File: config.mk
export PLATFORM = sky130hd
export DESIGN_NAME = gamepad_input_conditioner_top_flat
export DESIGN_NICKNAME = d
export VERILOG_FILES = /design/src/design/gic_pkg.sv /design/src/design/gic_in_if.sv /design/src/design/gic_out_if.sv /design/src/design/gamepad_input_conditioner_top.sv /design/src/design/gic_ram.sv /design/src/design/gic_math.sv /design/src/flat_wrapper.sv
export SDC_FILE = /design/constraint.sdc
export NUM_CORES = 2
export LEC_CHECK = 0
export BUFFER_PORTS_ARGS = -buffer_cell sky130_fd_sc_hd__buf_2
export CAP_MARGIN = 15
export CORE_MARGIN = 2
export CORE_UTILIZATION = 40
export CTS_CLUSTER_SIZE = 28
export DETAILED_ROUTE_END_ITERATION = 6
export SLEW_MARGIN = 0
export SYNTH_ARGS = -nofsm -noshare
export SYNTH_HDL_FRONTEND = slang
export SYNTH_SLANG_ARGS = --single-unit
export TNS_END_PERCENT = 100
File: constraint.sdc
create_clock -name clk -period 12.64 [get_ports clk]
set_clock_uncertainty 0.05 [all_clocks]
set_input_delay 0.632 -clock clk [delete_from_list [all_inputs] [get_ports clk]]
set_output_delay 0.632 -clock clk [all_outputs]
set_load 0.01 [all_outputs]
File: src/design/gic_pkg.sv
// Shared types and constants of the gamepad input conditioner.
package gic_pkg;

	localparam int unsigned DZ_W = 15;
	localparam int unsigned BTN_W = 16;
	localparam int unsigned AXIS_W = 16;
	localparam int unsigned STEPS_W = 6;

	localparam logic REG_LEFT_DZ = 1'b0;
	localparam logic REG_RIGHT_DZ = 1'b1;

	localparam logic [DZ_W-1:0] LEFT_DZ_RESET = 15'd7849;
	localparam logic [DZ_W-1:0] RIGHT_DZ_RESET = 15'd8689;
	localparam logic [DZ_W-1:0] DZ_FULL = 15'd32767;
	localparam logic [31:0] FULL_RANGE_SQ = 32'd1073676289;
	localparam logic [15:0] SPEED_MAX = 16'hFFFF;
	localparam logic [15:0] DIR_MAX = 16'h7FFF;

	localparam logic [STEPS_W-1:0] UNIT_DIV_STEPS = 6'd31;
	localparam logic [STEPS_W-1:0] UNIT_SQRT_STEPS = 6'd16;
	localparam logic [STEPS_W-1:0] SPEED_SQRT_STEPS = 6'd32;
	localparam logic [STEPS_W-1:0] SPEED_DIV_STEPS = 6'd16;
	localparam logic [63:0] UNIT_SQRT_BIT = 64'h0000_0000_4000_0000;
	localparam logic [63:0] SPEED_SQRT_BIT = 64'h4000_0000_0000_0000;

	typedef struct packed {
		logic [BTN_W-1:0] buttons;
		logic signed [AXIS_W-1:0] left_x;
		logic signed [AXIS_W-1:0] left_y;
		logic signed [AXIS_W-1:0] right_x;
		logic signed [AXIS_W-1:0] right_y;
	} prev_t;

	typedef enum logic [1:0] {
		OP_DIV = 2'b01,
		OP_SQRT = 2'b10
	} math_op_t;

	typedef struct packed {
		logic start;
		math_op_t op;
		logic [63:0] a;
		logic [63:0] b;
		logic [STEPS_W-1:0] steps;
	} math_req_t;

	typedef struct packed {
		logic done;
		logic [31:0] value;
	} math_rsp_t;

endpackage

File: src/design/gic_in_if.sv
// Report channel carrying one pad report per transfer.
interface gic_in_if;
	logic valid;
	logic ready;
	logic [1:0] pad_index;
	logic [15:0] buttons;
	logic signed [15:0] left_x;
	logic signed [15:0] left_y;
	logic signed [15:0] right_x;
	logic signed [15:0] right_y;

	modport source (output valid, pad_index, buttons, left_x, left_y, right_x, right_y,
		input ready);
	modport sink (input valid, pad_index, buttons, left_x, left_y, right_x, right_y,
		output ready);
endinterface

File: src/design/gic_out_if.sv
// Result channel carrying one conditioned report per transfer.
interface gic_out_if;
	logic valid;
	logic ready;
	logic [15:0] pressed_edges;
	logic [15:0] released_edges;
	logic signed [15:0] direction_x;
	logic signed [15:0] direction_y;
	logic [15:0] speed;
	logic left_changed;
	logic right_changed;

	modport source (output valid, pressed_edges, released_edges, direction_x, direction_y,
		speed, left_changed, right_changed, input ready);
	modport sink (input valid, pressed_edges, released_edges, direction_x, direction_y,
		speed, left_changed, right_changed, output ready);
endinterface

File: src/design/gamepad_input_conditioner_top.sv
// Top level of the gamepad input conditioner.
//
// Reports enter on in_ch and one conditioned result per report leaves on
// out_ch; a transfer happens at a clock edge where valid and ready are high.
// The previous report of each pad lives in a small RAM and is read, compared
// and overwritten for every report.
// Dead zone registers are written through cfg_we, cfg_index and cfg_data.
// A report inside the left dead zone needs no arithmetic. Outside it, the
// shared unit, which does one divide or square-root step per cycle, runs
// two 31-step divides and two 16-step roots for the direction, then, unless
// the speed saturates, a 32-step root and a 16-step divide for the speed.
// One report is worked on at a time; in_ch.ready is high only when idle.
// A finished result waits in an output register, so the next report is
// accepted while out_ch is stalled; the block then waits before delivering.
// Reset sets the control and dead zone registers to their defaults and
// marks every pad as having an all-zero previous report.
module gamepad_input_conditioner_top #(
	parameter int PAD_COUNT = 4
) (
	input logic clk,
	input logic arst_n,
	input logic cfg_we,
	input logic cfg_index,
	input logic [gic_pkg::DZ_W-1:0] cfg_data,
	gic_in_if.sink in_ch,
	gic_out_if.source out_ch
);
	import gic_pkg::*;

	localparam int PAD_AW = (PAD_COUNT > 1) ? $clog2(PAD_COUNT) : 1;

	typedef enum logic [11:0] {
		ST_IDLE = 12'b0000_0000_0001,
		ST_READ = 12'b0000_0000_0010,
		ST_MULY = 12'b0000_0000_0100,
		ST_SUM = 12'b0000_0000_1000,
		ST_CHECK = 12'b0000_0001_0000,
		ST_DIVX = 12'b0000_0010_0000,
		ST_SQX = 12'b0000_0100_0000,
		ST_DIVY = 12'b0000_1000_0000,
		ST_SQY = 12'b0001_0000_0000,
		ST_SPD = 12'b0010_0000_0000,
		ST_SPDDIV = 12'b0100_0000_0000,
		ST_DONE = 12'b1000_0000_0000
	} state_t;

	state_t state_q;
	logic [DZ_W-1:0] left_dz_q;
	logic [DZ_W-1:0] right_dz_q;
	logic [PAD_COUNT-1:0] valid_q;

	logic [PAD_AW-1:0] pad_q;
	prev_t cur_q;
	logic [31:0] sqx_q;
	logic [31:0] sqy_q;
	logic [29:0] dz2_q;
	logic [31:0] s_q;

	logic [15:0] pressed_q;
	logic [15:0] released_q;
	logic signed [15:0] dir_x_q;
	logic signed [15:0] dir_y_q;
	logic [15:0] speed_q;
	logic lchg_q;
	logic rchg_q;

	logic out_valid_q;
	logic [15:0] out_pressed_q;
	logic [15:0] out_released_q;
	logic signed [15:0] out_dir_x_q;
	logic signed [15:0] out_dir_y_q;
	logic [15:0] out_speed_q;
	logic out_lchg_q;
	logic out_rchg_q;

	math_req_t math_req_q;
	math_rsp_t math_rsp;

	logic accept;
	logic pad_ok;
	logic [$bits(prev_t)-1:0] ram_rdata;
	prev_t prev;
	logic [15:0] ax;
	logic [15:0] ay;
	logic [31:0] spd_num;
	logic [DZ_W-1:0] spd_den;

	function automatic logic [15:0] mag(logic signed [15:0] v);
		logic [15:0] n;
		n = v;
		return v[15] ? (~n + 16'd1) : n;
	endfunction

	function automatic logic in_square(logic signed [15:0] x, logic signed [15:0] y,
		logic [DZ_W-1:0] dz);
		return (mag(x) <= {1'b0, dz}) && (mag(y) <= {1'b0, dz});
	endfunction

	function automatic logic stick_changed(logic signed [15:0] cx, logic signed [15:0] cy,
		logic signed [15:0] px, logic signed [15:0] py, logic [DZ_W-1:0] dz);
		logic ci;
		logic pi;
		ci = in_square(cx, cy, dz);
		pi = in_square(px, py, dz);
		return (ci != pi) || (!ci && ((cx != px) || (cy != py)));
	endfunction

	function automatic logic signed [15:0] to_dir(logic [31:0] root, logic neg);
		logic [15:0] m;
		m = (root > 32'(DIR_MAX)) ? DIR_MAX : root[15:0];
		return neg ? (~m + 16'd1) : m;
	endfunction

	assign accept = in_ch.valid && in_ch.ready;
	assign pad_ok = 32'(in_ch.pad_index) < PAD_COUNT;
	assign in_ch.ready = (state_q == ST_IDLE);

	assign prev = valid_q[pad_q] ? prev_t'(ram_rdata) : prev_t'('0);
	assign ax = mag(cur_q.left_x);
	assign ay = mag(cur_q.left_y);
	assign spd_num = math_rsp.value - {1'b0, left_dz_q, 16'b0};
	assign spd_den = DZ_FULL - left_dz_q;

	gic_ram #(
		.WIDTH($bits(prev_t)),
		.DEPTH(PAD_COUNT)
	) u_ram (
		.clk(clk),
		.we(state_q == ST_READ),
		.waddr(pad_q),
		.wdata(cur_q),
		.re(accept),
		.raddr(PAD_AW'(in_ch.pad_index)),
		.rdata(ram_rdata)
	);

	gic_math u_math (
		.clk(clk),
		.arst_n(arst_n),
		.req(math_req_q),
		.rsp(math_rsp)
	);

	always_ff @(posedge clk or negedge arst_n) begin
		if (!arst_n) begin
			left_dz_q <= LEFT_DZ_RESET;
			right_dz_q <= RIGHT_DZ_RESET;
		end else if (cfg_we) begin
			case (cfg_index)
				REG_LEFT_DZ: left_dz_q <= cfg_data;
				REG_RIGHT_DZ: right_dz_q <= cfg_data;
				default: left_dz_q <= left_dz_q;
			endcase
		end
	end

	always_ff @(posedge clk or negedge arst_n) begin
		if (!arst_n) begin
			state_q <= ST_IDLE;
			valid_q <= '0;
			out_valid_q <= 1'b0;
			math_req_q <= '0;
		end else begin
			math_req_q.start <= 1'b0;
			if (out_ch.ready) begin
				out_valid_q <= 1'b0;
			end
			case (state_q)
				ST_IDLE: begin
					if (accept) begin
						state_q <= pad_ok ? ST_READ : ST_DONE;
					end
				end
				ST_READ: begin
					valid_q[pad_q] <= 1'b1;
					state_q <= ST_MULY;
				end
				ST_MULY: state_q <= ST_SUM;
				ST_SUM: state_q <= ST_CHECK;
				ST_CHECK: begin
					if (s_q > 32'(dz2_q)) begin
						math_req_q <= '{1'b1, OP_DIV, 64'(sqx_q), 64'(s_q), UNIT_DIV_STEPS};
						state_q <= ST_DIVX;
					end else begin
						state_q <= ST_DONE;
					end
				end
				ST_DIVX: begin
					if (math_rsp.done) begin
						math_req_q <= '{1'b1, OP_SQRT, 64'(math_rsp.value), UNIT_SQRT_BIT,
							UNIT_SQRT_STEPS};
						state_q <= ST_SQX;
					end
				end
				ST_SQX: begin
					if (math_rsp.done) begin
						math_req_q <= '{1'b1, OP_DIV, 64'(sqy_q), 64'(s_q), UNIT_DIV_STEPS};
						state_q <= ST_DIVY;
					end
				end
				ST_DIVY: begin
					if (math_rsp.done) begin
						math_req_q <= '{1'b1, OP_SQRT, 64'(math_rsp.value), UNIT_SQRT_BIT,
							UNIT_SQRT_STEPS};
						state_q <= ST_SQY;
					end
				end
				ST_SQY: begin
					if (math_rsp.done) begin
						if ((s_q >= FULL_RANGE_SQ) || (left_dz_q == DZ_FULL)) begin
							state_q <= ST_DONE;
						end else begin
							math_req_q <= '{1'b1, OP_SQRT, {s_q, 32'b0}, SPEED_SQRT_BIT,
								SPEED_SQRT_STEPS};
							state_q <= ST_SPD;
						end
					end
				end
				ST_SPD: begin
					if (math_rsp.done) begin
						if (spd_num >= {1'b0, spd_den, 16'b0}) begin
							state_q <= ST_DONE;
						end else begin
							math_req_q <= '{1'b1, OP_DIV, 64'(spd_num),
								64'({spd_den, 15'b0}), SPEED_DIV_STEPS};
							state_q <= ST_SPDDIV;
						end
					end
				end
				ST_SPDDIV: begin
					if (math_rsp.done) begin
						state_q <= ST_DONE;
					end
				end
				ST_DONE: begin
					if (!out_valid_q || out_ch.ready) begin
						out_valid_q <= 1'b1;
						state_q <= ST_IDLE;
					end
				end
				default: state_q <= ST_IDLE;
			endcase
		end
	end

	always_ff @(posedge clk) begin
		case (state_q)
			ST_IDLE: begin
				if (accept) begin
					pad_q <= PAD_AW'(in_ch.pad_index);
					cur_q <= '{in_ch.buttons, in_ch.left_x, in_ch.left_y,
						in_ch.right_x, in_ch.right_y};
					pressed_q <= '0;
					released_q <= '0;
					dir_x_q <= '0;
					dir_y_q <= '0;
					speed_q <= '0;
					lchg_q <= 1'b0;
					rchg_q <= 1'b0;
				end
			end
			ST_READ: begin
				pressed_q <= cur_q.buttons & ~prev.buttons;
				released_q <= prev.buttons & ~cur_q.buttons;
				lchg_q <= stick_changed(cur_q.left_x, cur_q.left_y, prev.left_x,
					prev.left_y, left_dz_q);
				rchg_q <= stick_changed(cur_q.right_x, cur_q.right_y, prev.right_x,
					prev.right_y, right_dz_q);
				sqx_q <= ax * ax;
				dz2_q <= left_dz_q * left_dz_q;
			end
			ST_MULY: sqy_q <= ay * ay;
			ST_SUM: s_q <= sqx_q + sqy_q;
			ST_SQX: begin
				if (math_rsp.done) begin
					dir_x_q <= to_dir(math_rsp.value, cur_q.left_x[15]);
				end
			end
			ST_SQY: begin
				if (math_rsp.done) begin
					dir_y_q <= to_dir(math_rsp.value, cur_q.left_y[15]);
					speed_q <= SPEED_MAX;
				end
			end
			ST_SPD: begin
				if (math_rsp.done) begin
					speed_q <= SPEED_MAX;
				end
			end
			ST_SPDDIV: begin
				if (math_rsp.done) begin
					speed_q <= math_rsp.value[15:0];
				end
			end
			ST_DONE: begin
				if (!out_valid_q || out_ch.ready) begin
					out_pressed_q <= pressed_q;
					out_released_q <= released_q;
					out_dir_x_q <= dir_x_q;
					out_dir_y_q <= dir_y_q;
					out_speed_q <= speed_q;
					out_lchg_q <= lchg_q;
					out_rchg_q <= rchg_q;
				end
			end
			default: begin
				s_q <= s_q;
			end
		endcase
	end

	assign out_ch.valid = out_valid_q;
	assign out_ch.pressed_edges = out_pressed_q;
	assign out_ch.released_edges = out_released_q;
	assign out_ch.direction_x = out_dir_x_q;
	assign out_ch.direction_y = out_dir_y_q;
	assign out_ch.speed = out_speed_q;
	assign out_ch.left_changed = out_lchg_q;
	assign out_ch.right_changed = out_rchg_q;

`ifndef SYNTH
	a_one_at_a_time: assert property (@(posedge clk) disable iff (!arst_n)
		accept |=> !in_ch.ready)
		else $error("report accepted while another is in work");

	a_math_done_expected: assert property (@(posedge clk) disable iff (!arst_n)
		math_rsp.done |-> (state_q == ST_DIVX || state_q == ST_SQX || state_q == ST_DIVY
			|| state_q == ST_SQY || state_q == ST_SPD || state_q == ST_SPDDIV))
		else $error("arithmetic unit finished outside a wait state");

	a_speed_has_direction: assert property (@(posedge clk) disable iff (!arst_n)
		(out_ch.valid && out_ch.speed != 16'd0) |->
			(out_ch.direction_x != 16'sd0 || out_ch.direction_y != 16'sd0))
		else $error("nonzero speed without a direction");
`endif
endmodule

File: src/design/gic_ram.sv
// Generic single-port-write, registered-read RAM.
module gic_ram #(
	parameter int WIDTH = 8,
	parameter int DEPTH = 4
) (
	input logic clk,
	input logic we,
	input logic [((DEPTH > 1) ? $clog2(DEPTH) : 1)-1:0] waddr,
	input logic [WIDTH-1:0] wdata,
	input logic re,
	input logic [((DEPTH > 1) ? $clog2(DEPTH) : 1)-1:0] raddr,
	output logic [WIDTH-1:0] rdata
);
	logic [WIDTH-1:0] mem [DEPTH];

	always_ff @(posedge clk) begin
		if (we) begin
			mem[waddr] <= wdata;
		end
		if (re) begin
			rdata <= mem[raddr];
		end
	end
endmodule

File: src/design/gic_math.sv
// Shared iterative unit: restoring division and digit-by-digit square root.
module gic_math (
	input logic clk,
	input logic arst_n,
	input gic_pkg::math_req_t req,
	output gic_pkg::math_rsp_t rsp
);
	import gic_pkg::*;

	logic busy_q;
	logic done_q;
	logic first_q;
	math_op_t op_q;
	logic [STEPS_W-1:0] cnt_q;
	logic [63:0] r_q;
	logic [63:0] d_q;
	logic [63:0] q_q;

	logic [63:0] div_rs;
	logic div_ge;
	logic [63:0] sq_t;
	logic sq_ge;

	assign div_rs = first_q ? r_q : {r_q[62:0], 1'b0};
	assign div_ge = div_rs >= d_q;
	assign sq_t = q_q + d_q;
	assign sq_ge = r_q >= sq_t;

	assign rsp.done = done_q;
	assign rsp.value = q_q[31:0];

	always_ff @(posedge clk or negedge arst_n) begin
		if (!arst_n) begin
			busy_q <= 1'b0;
			done_q <= 1'b0;
			first_q <= 1'b0;
			op_q <= OP_DIV;
			cnt_q <= '0;
		end else begin
			done_q <= 1'b0;
			if (req.start) begin
				busy_q <= 1'b1;
				first_q <= 1'b1;
				op_q <= req.op;
				cnt_q <= req.steps;
			end else if (busy_q) begin
				first_q <= 1'b0;
				cnt_q <= cnt_q - 1'b1;
				if (cnt_q == STEPS_W'(1)) begin
					busy_q <= 1'b0;
					done_q <= 1'b1;
				end
			end
		end
	end

	always_ff @(posedge clk) begin
		if (req.start) begin
			r_q <= req.a;
			d_q <= req.b;
			q_q <= '0;
		end else if (busy_q) begin
			case (op_q)
				OP_DIV: begin
					if (div_ge) begin
						r_q <= div_rs - d_q;
						q_q <= {q_q[62:0], 1'b1};
					end else begin
						r_q <= div_rs;
						q_q <= {q_q[62:0], 1'b0};
					end
				end
				OP_SQRT: begin
					if (sq_ge) begin
						r_q <= r_q - sq_t;
						q_q <= (q_q >> 1) + d_q;
					end else begin
						q_q <= q_q >> 1;
					end
					d_q <= d_q >> 2;
				end
				default: begin
					q_q <= q_q;
				end
			endcase
		end
	end
endmodule

File: src/flat_wrapper.sv
// flat-port wrapper written by rule: the top's interface ports become plain ports
module gamepad_input_conditioner_top_flat import gic_pkg::*;
#(
	parameter int PAD_COUNT = 4
)
  (clk, arst_n, cfg_we, cfg_index, cfg_data, in_ch_valid, in_ch_pad_index, in_ch_buttons, in_ch_left_x, in_ch_left_y, in_ch_right_x, in_ch_right_y, in_ch_ready, out_ch_valid, out_ch_pressed_edges, out_ch_released_edges, out_ch_direction_x, out_ch_direction_y, out_ch_speed, out_ch_left_changed, out_ch_right_changed, out_ch_ready);
  gic_in_if in_ch_i ();
  gic_out_if out_ch_i ();
  input logic clk;
  input logic arst_n;
  input logic cfg_we;
  input logic cfg_index;
  input logic [gic_pkg::DZ_W-1:0] cfg_data;
  input wire logic [$bits(in_ch_i.valid)-1:0] in_ch_valid;
  input wire logic [$bits(in_ch_i.pad_index)-1:0] in_ch_pad_index;
  input wire logic [$bits(in_ch_i.buttons)-1:0] in_ch_buttons;
  input wire logic [$bits(in_ch_i.left_x)-1:0] in_ch_left_x;
  input wire logic [$bits(in_ch_i.left_y)-1:0] in_ch_left_y;
  input wire logic [$bits(in_ch_i.right_x)-1:0] in_ch_right_x;
  input wire logic [$bits(in_ch_i.right_y)-1:0] in_ch_right_y;
  output wire logic [$bits(in_ch_i.ready)-1:0] in_ch_ready;
  output wire logic [$bits(out_ch_i.valid)-1:0] out_ch_valid;
  output wire logic [$bits(out_ch_i.pressed_edges)-1:0] out_ch_pressed_edges;
  output wire logic [$bits(out_ch_i.released_edges)-1:0] out_ch_released_edges;
  output wire logic [$bits(out_ch_i.direction_x)-1:0] out_ch_direction_x;
  output wire logic [$bits(out_ch_i.direction_y)-1:0] out_ch_direction_y;
  output wire logic [$bits(out_ch_i.speed)-1:0] out_ch_speed;
  output wire logic [$bits(out_ch_i.left_changed)-1:0] out_ch_left_changed;
  output wire logic [$bits(out_ch_i.right_changed)-1:0] out_ch_right_changed;
  input wire logic [$bits(out_ch_i.ready)-1:0] out_ch_ready;
  assign in_ch_i.valid = in_ch_valid;
  assign in_ch_i.pad_index = in_ch_pad_index;
  assign in_ch_i.buttons = in_ch_buttons;
  assign in_ch_i.left_x = in_ch_left_x;
  assign in_ch_i.left_y = in_ch_left_y;
  assign in_ch_i.right_x = in_ch_right_x;
  assign in_ch_i.right_y = in_ch_right_y;
  assign in_ch_ready = in_ch_i.ready;
  assign out_ch_valid = out_ch_i.valid;
  assign out_ch_pressed_edges = out_ch_i.pressed_edges;
  assign out_ch_released_edges = out_ch_i.released_edges;
  assign out_ch_direction_x = out_ch_i.direction_x;
  assign out_ch_direction_y = out_ch_i.direction_y;
  assign out_ch_speed = out_ch_i.speed;
  assign out_ch_left_changed = out_ch_i.left_changed;
  assign out_ch_right_changed = out_ch_i.right_changed;
  assign out_ch_i.ready = out_ch_ready;
  gamepad_input_conditioner_top #(.PAD_COUNT(PAD_COUNT)) u_core (.clk(clk), .arst_n(arst_n), .cfg_we(cfg_we), .cfg_index(cfg_index), .cfg_data(cfg_data), .in_ch(in_ch_i), .out_ch(out_ch_i));
endmodule
Word-level counts from Yosys, hierarchy flattened --
Memory sizes are Yosys's and may differ from the RTL's. A register that Yosys moved wholly into a read port is not among the register bits. Index checks and enable logic that the tools add are counted.
Storage, ports and cells: word-level logic and storage cells 247, memories kept 1, output and inout port bits 84, RAM bits 320, bits in registers 759, bits of input ports 103
Memory list:
- u_core.u_ram.mem | words 4, bits a word 80, read ports 1, clocked after memory_dff 1, write ports 1, RTL line gic_ram.sv:14 | logic [WIDTH-1:0] mem [DEPTH];
Operators by class: muxes and demuxes 76, equal/unequal tests 36, $add $sub $neg 17, $mul 3, bitwise operators 15, order comparisons 16, reduce and logical (&&, ||, !) cells 41
Operators with widths (count):
- $mux W137 | 7
- $pmux W137 S5 | 1
- $mux W64 | 9
- $mux W16 | 16
- $pmux W64 S2 | 2
- $not A16 Y16 | 11
- $add A16 B1 Y16 const B | 9
- $pmux W12 S12 | 1
- $mux W12 | 11
- $ge A64 B64 Y1 | 2
- $le A16 B15 Y1 | 8
- $pmux W16 S2 | 4
- $sub A64 B64 Y64 | 2
- $mux W80 | 1
- $add A63 B64 Y64 | 1
- $add A64 B64 Y64 | 1
- $mul A16 B16 Y32 | 2
- $ne A16 B16 Y1 | 4
- $pmux W16 S3 | 1
- $add A32 B32 Y32 | 1
- $and A16 B16 Y16 | 2
- $ge A32 B30 Y1 const B | 1
- $ge A32 B31 Y1 | 1
- $gt A32 B15 Y1 const B | 1
- 45 further kinds | 105

Depth between registers and ports, before layout --
word-level depth 11, depth in mapped cells 36

Cells and area by module --
Synthesis repeated with hierarchy kept, for this count alone.
Unflattened totals: cell total of the unflattened synthesis 8688, area total of the unflattened synthesis 87754.2 µm²
By module, submodules not included:
- gamepad_input_conditioner_top | cells each 4753, sequential area each 14829.2 µm², times used 1, area an instance 47749.5 µm²
- gic_math | cells each 3433, sequential area each 5401.4 µm², times used 1, area an instance 25944.9 µm²
- gic_ram | cells each 502, sequential area each 12011.5 µm², times used 1, area an instance 14059.7 µm²

Least setup slack after synthesis --
No wires, ideal clock.
path kind reg-to-reg, start point register u_core.cur_q[32] (netlist bit), end point register u_core.sqy_q[31] (data pin), path buffers 1, setup time 0.260 ns, setup slack 3.926 ns, cell stages (with the launch flop) 35, data arrival time 8.404 ns, cell sequence edfxtp_1 > inv_1 > clkbuf_1 > ha_1 > nand2b_1 > or3_1 > nor4_1 > nand2b_1 > xor2_1 > clkinv_1 > nand2_1 > inv_1 > fa_1 > inv_1 > fa_1 > inv_1 > fa_1 > inv_1 > fa_1 > inv_1 > fa_1 > fa_1 > ha_1 > a21o_1 > a21o_1 > a21o_1 > a21oi_1 > o31ai_1 > a31oi_1 > o41a_1 > o21ai_0 > o41ai_1 > o21ai_0 > a21oi_1 > xnor2_1
Between the ends: word-level cells in the longest chain between the ends 4
RTL lines:
- start, declared | RTL line gamepad_input_conditioner_top.sv:53 | prev_t cur_q;
- start signal, assigned | RTL line gamepad_input_conditioner_top.sv:251 | cur_q <= '{in_ch.buttons, in_ch.left_x, in_ch.left_y,
- $not A16 Y16 | RTL line gamepad_input_conditioner_top.sv:91 | return v[15] ? (~n + 16'd1) : n;
- $add A16 B1 Y16 | RTL line gamepad_input_conditioner_top.sv:91
- $mux W16 * | RTL line gamepad_input_conditioner_top.sv:91
- $mul A16 B16 Y32 * | RTL line gamepad_input_conditioner_top.sv:272 | ST_MULY: sqy_q <= ay * ay;
- end signal, assigned | RTL line gamepad_input_conditioner_top.sv:272
- end, declared | RTL line gamepad_input_conditioner_top.sv:55 | logic [31:0] sqy_q;
Mark *: on every way between the ends. The rest lies on a longest branch, timed or not. A chain may end at the register's enable or synchronous reset.

Worst setup path after layout --
start point register u_core.cur_q[48] (netlist bit), end point register u_core.sqx_q[28] (data pin)
Between the ends: word-level cells in the longest chain between the ends 4
RTL lines:
- $not A16 Y16 | RTL line gamepad_input_conditioner_top.sv:91
- $add A16 B1 Y16 | RTL line gamepad_input_conditioner_top.sv:91
- $mux W16 * | RTL line gamepad_input_conditioner_top.sv:91
- $mul A16 B16 Y32 * | RTL line gamepad_input_conditioner_top.sv:269 | sqx_q <= ax * ax;
- end signal, assigned | RTL line gamepad_input_conditioner_top.sv:269
- end, declared | RTL line gamepad_input_conditioner_top.sv:54 | logic [31:0] sqx_q;
Marked as above.

==> results.toml <==
[synthesis]
syn-cell-area_um2 = 84600
synthCells = 8285
postSynth.asyncResetShare_pct = 14.5
synth_cell_types = 92
synth-edff-count = 881
ys_ff_latch = 1105
yosys_most_used_dff = "edfxtp_1"
yosys.area.top_type_share_pct = 31.3
yosys_warnings = 0
yosysSeqAreaShare_pct = 37.5
avgSynthCellArea_um2 = 10.2
yosysTopAreaCell = "edfxtp_1"
ys_top_cells_by_area = "edfxtp_1 (31%), fa_1 (11%), ha_1 (11%)"

[global_routing]
grt_pass1_vias = 64100
grt-ovfl-total = 0
grt_max_degree = 105
grt_pass1_wl_um = 396000
grt_antenna_before_repair = 7
grtUsageTotal_pct = 23.9

[sta]
rsz0062_at_grt = "no"
period_minus_slack_ps = 9860
finalSetupViolCount = 0
whs_ps = 64.3
tns_ps = 0
final_max_slew_viol_count = 0
slew_headroom_pct = 14.4
max_freq_mhz = 101
final-hold-violation-count = 0
fin_crit_sh_pct = 78.0
tightest_slew_ps = 1270

[placement]
dpl_cell_area_um2 = 88800
io_buffers = 186
gp_congestion = 0.958
dp_hpwl_um = 199000

[clock_network]
clk-insertion-delay-late_ps = 810
post_cts_buffers = 0
cts.path.max_buffers = 3
cts_max_level = 4
path_clk_slew_ps = 60
cts_buffers = 132
cts_tree = "done"
cts_sinks = 1105
root_buffer = "clkbuf_16"

[worst_setup_path]
crit_type = "register to register"
critPathMaxFanout = 17
worstPathRequired_ps = 13130
path_delay_family = "adder cells"
max_stage_delay_ps = 620
cp-start-kind = "register"
slowest_stage = "clkinv_1"
path_buf_inv = 7
end_kind = "register"
arrival_ps = 10360

[floorplan]
die_w_um = 464
io_pins = 187
initial_utilization_pct = 40.3
coreArea_um2 = 210000
fp.dieH_um = 464
num_rows = 168
die-area_um2 = 215000

[routing]
wl_met1_um = 116000
via_per_inst = 5.68
drt_first_iter_violations = 5957
vias = 64600
drc = 25
wl_met2_um = 119000
top_layer = "met5"
final_antenna_net_count = 0
dr_wl_met3_um = 17800
wl_um = 262000
wl_per_cell_um = 23.1
first_pass_iters = 7

[flow_run]
drv_cap = 0

[outcome]
violations = "DRC"
status = "finished with violations"

[cells_and_area]
final_area_um2 = 94000
drive_above_1_share_pct = 8.99
fillCellCount = 19600
nets = 9740
area_growth_pct = 11.1

[hold_path]
hp-class = "input pin to register"
==> tightest hold or removal path, cell delays in order <==
cell and delay (ps):
buf_2 140, nand2_1 60, o21ai_0 70
==> path summary, 6_finish.rpt <==
check                                                   startpoint                                        end  slack [ps]  cells past startpoint
worst max register to register          u_core.cur_q[48]$_DFFE_PP_                 u_core.sqx_q[28]$_DFFE_PP_        2780                     32
worst max-delay path                    u_core.cur_q[48]$_DFFE_PP_                 u_core.sqx_q[28]$_DFFE_PP_        2780                     32
min in group asynchronous                                   arst_n              u_core.valid_q[2]$_DFFE_PN0P_         370                      2
max in group asynchronous                                   arst_n         u_core.math_req_q[132]$_DFFE_PN0P_       10160                      4
worst min register to register  u_core.pressed_q[12]$_SDFFCE_PN0P_  u_core.out_ch.pressed_edges[12]$_DFFE_PP_         370                      0
worst min-delay path                                  cfg_data[10]           u_core.left_dz_q[10]$_DFFE_PN1P_          60                      3
==> cell usage in the layout (no fill, tap or decap), drive strengths merged, types with 36 or more instances in the layout <==
master / n
dfrtp: 143
o21a: 89
nand3: 93
inv: 841
xor2: 194
a222oi: 36
nor4: 48
or3: 43
o31ai: 51
edfxtp: 881
a31oi: 95
nor2b: 82
a21oi: 488
nand4: 94
a211oi: 66
nand2b: 74
buf: 288
clkinv: 61
mux4: 80
ha: 716
nor2: 690
nor3: 106
fa: 468
a22o: 45
nand2: 758
o21ai: 386
mux2i: 36
dfxtp: 64
mux2: 89
o211ai: 100
xnor2: 311
a21o: 208
dlygate4sd3: 81
clkbuf: 178
and3: 61
o21bai: 55
==> cells by family (layout without fill, tap and decap cells) <==
logic type	after synthesis	in the layout	share of synthesized area, %
simple gates	2224	2224	12.2
compound gates	1854	1854	14.2
buf+inv	1206	1456	5.41
fa+ha+maj	1184	1184	21.7
flops	1105	1105	37.5
xor+xnor	505	505	5.23
mux	205	205	3.74
other cells	2	25	0.00887
==> stage by stage <==
step | utilization [%] | cells | setup WS, ps
after floorplan | - | 8306 | 3930
after global placement | 42.3 | 11000 | 3090
after detailed placement | 42.3 | 11000 | 2890
after CTS | 44.8 | 11400 | 2870
after global routing | 44.8 | 11400 | 2230
final | 44.8 | 11400 | 2780
==> per-layer routing <==
layer  GRT usage (%)  vias up
met3            3.53      421
met4            7.99        2
li1                -    29700
met1            33.4    32100
met2            37.9     2350
met5               0        -
==> synthesized netlist by cell type (all sizes together) (55+ instances only) <==
| master | count |
|---|---|
| edfxtp | 881 |
| inv | 830 |
| nand2 | 758 |
| ha | 716 |
| nor2 | 690 |
| a21oi | 488 |
| fa | 468 |
| o21ai | 386 |
| xnor2 | 311 |
| clkbuf | 288 |
| a21o | 208 |
| xor2 | 194 |
| dfrtp | 143 |
| nor3 | 106 |
| o211ai | 100 |
| a31oi | 95 |
| nand4 | 94 |
| nand3 | 93 |
| mux2 | 89 |
| o21a | 89 |
| nor2b | 82 |
| mux4 | 80 |
| nand2b | 74 |
| buf | 69 |
| a211oi | 66 |
| dfxtp | 64 |
| and3 | 61 |
| o21bai | 55 |
==> timing repair <==
item,CTS,global route
hold buffers,81,0
resized for setup,0,0
setup endpoints to repair,0,0
endpoints found under the hold margin,108,0
==> sequential cells by signal (all words and copies together), names as in the netlist, 29 cells and up <==
register and cells:
u_core.u_ram.mem 320, u_core.math_req_q 102, u_core.cur_q 80, u_core.u_ram.rdata 80, u_core.u_math.q_q 64, u_core.u_math.r_q 64
u_core.u_math.d_q 48, u_core.s_q 32, u_core.sqx_q 31, u_core.sqy_q 31, u_core.dz2_q 29
==> layout make-up <==
cell class	count	area, um^2	area share [%]
Multi-Input combinational cell	5995	48600	51.6
Sequential cell	1105	31800	33.8
Clock buffer	177	3680	3.91
Tap cell	2805	3510	3.73
Inverter	849	3200	3.40
Timing Repair Buffer	370	2560	2.73
Clock inverter	60	769	0.818
Antenna cell	2	5.00	0.00532
Power is not shown: default switching activity piles up to over one toggle a cycle in this logic, so the estimate is an artifact.
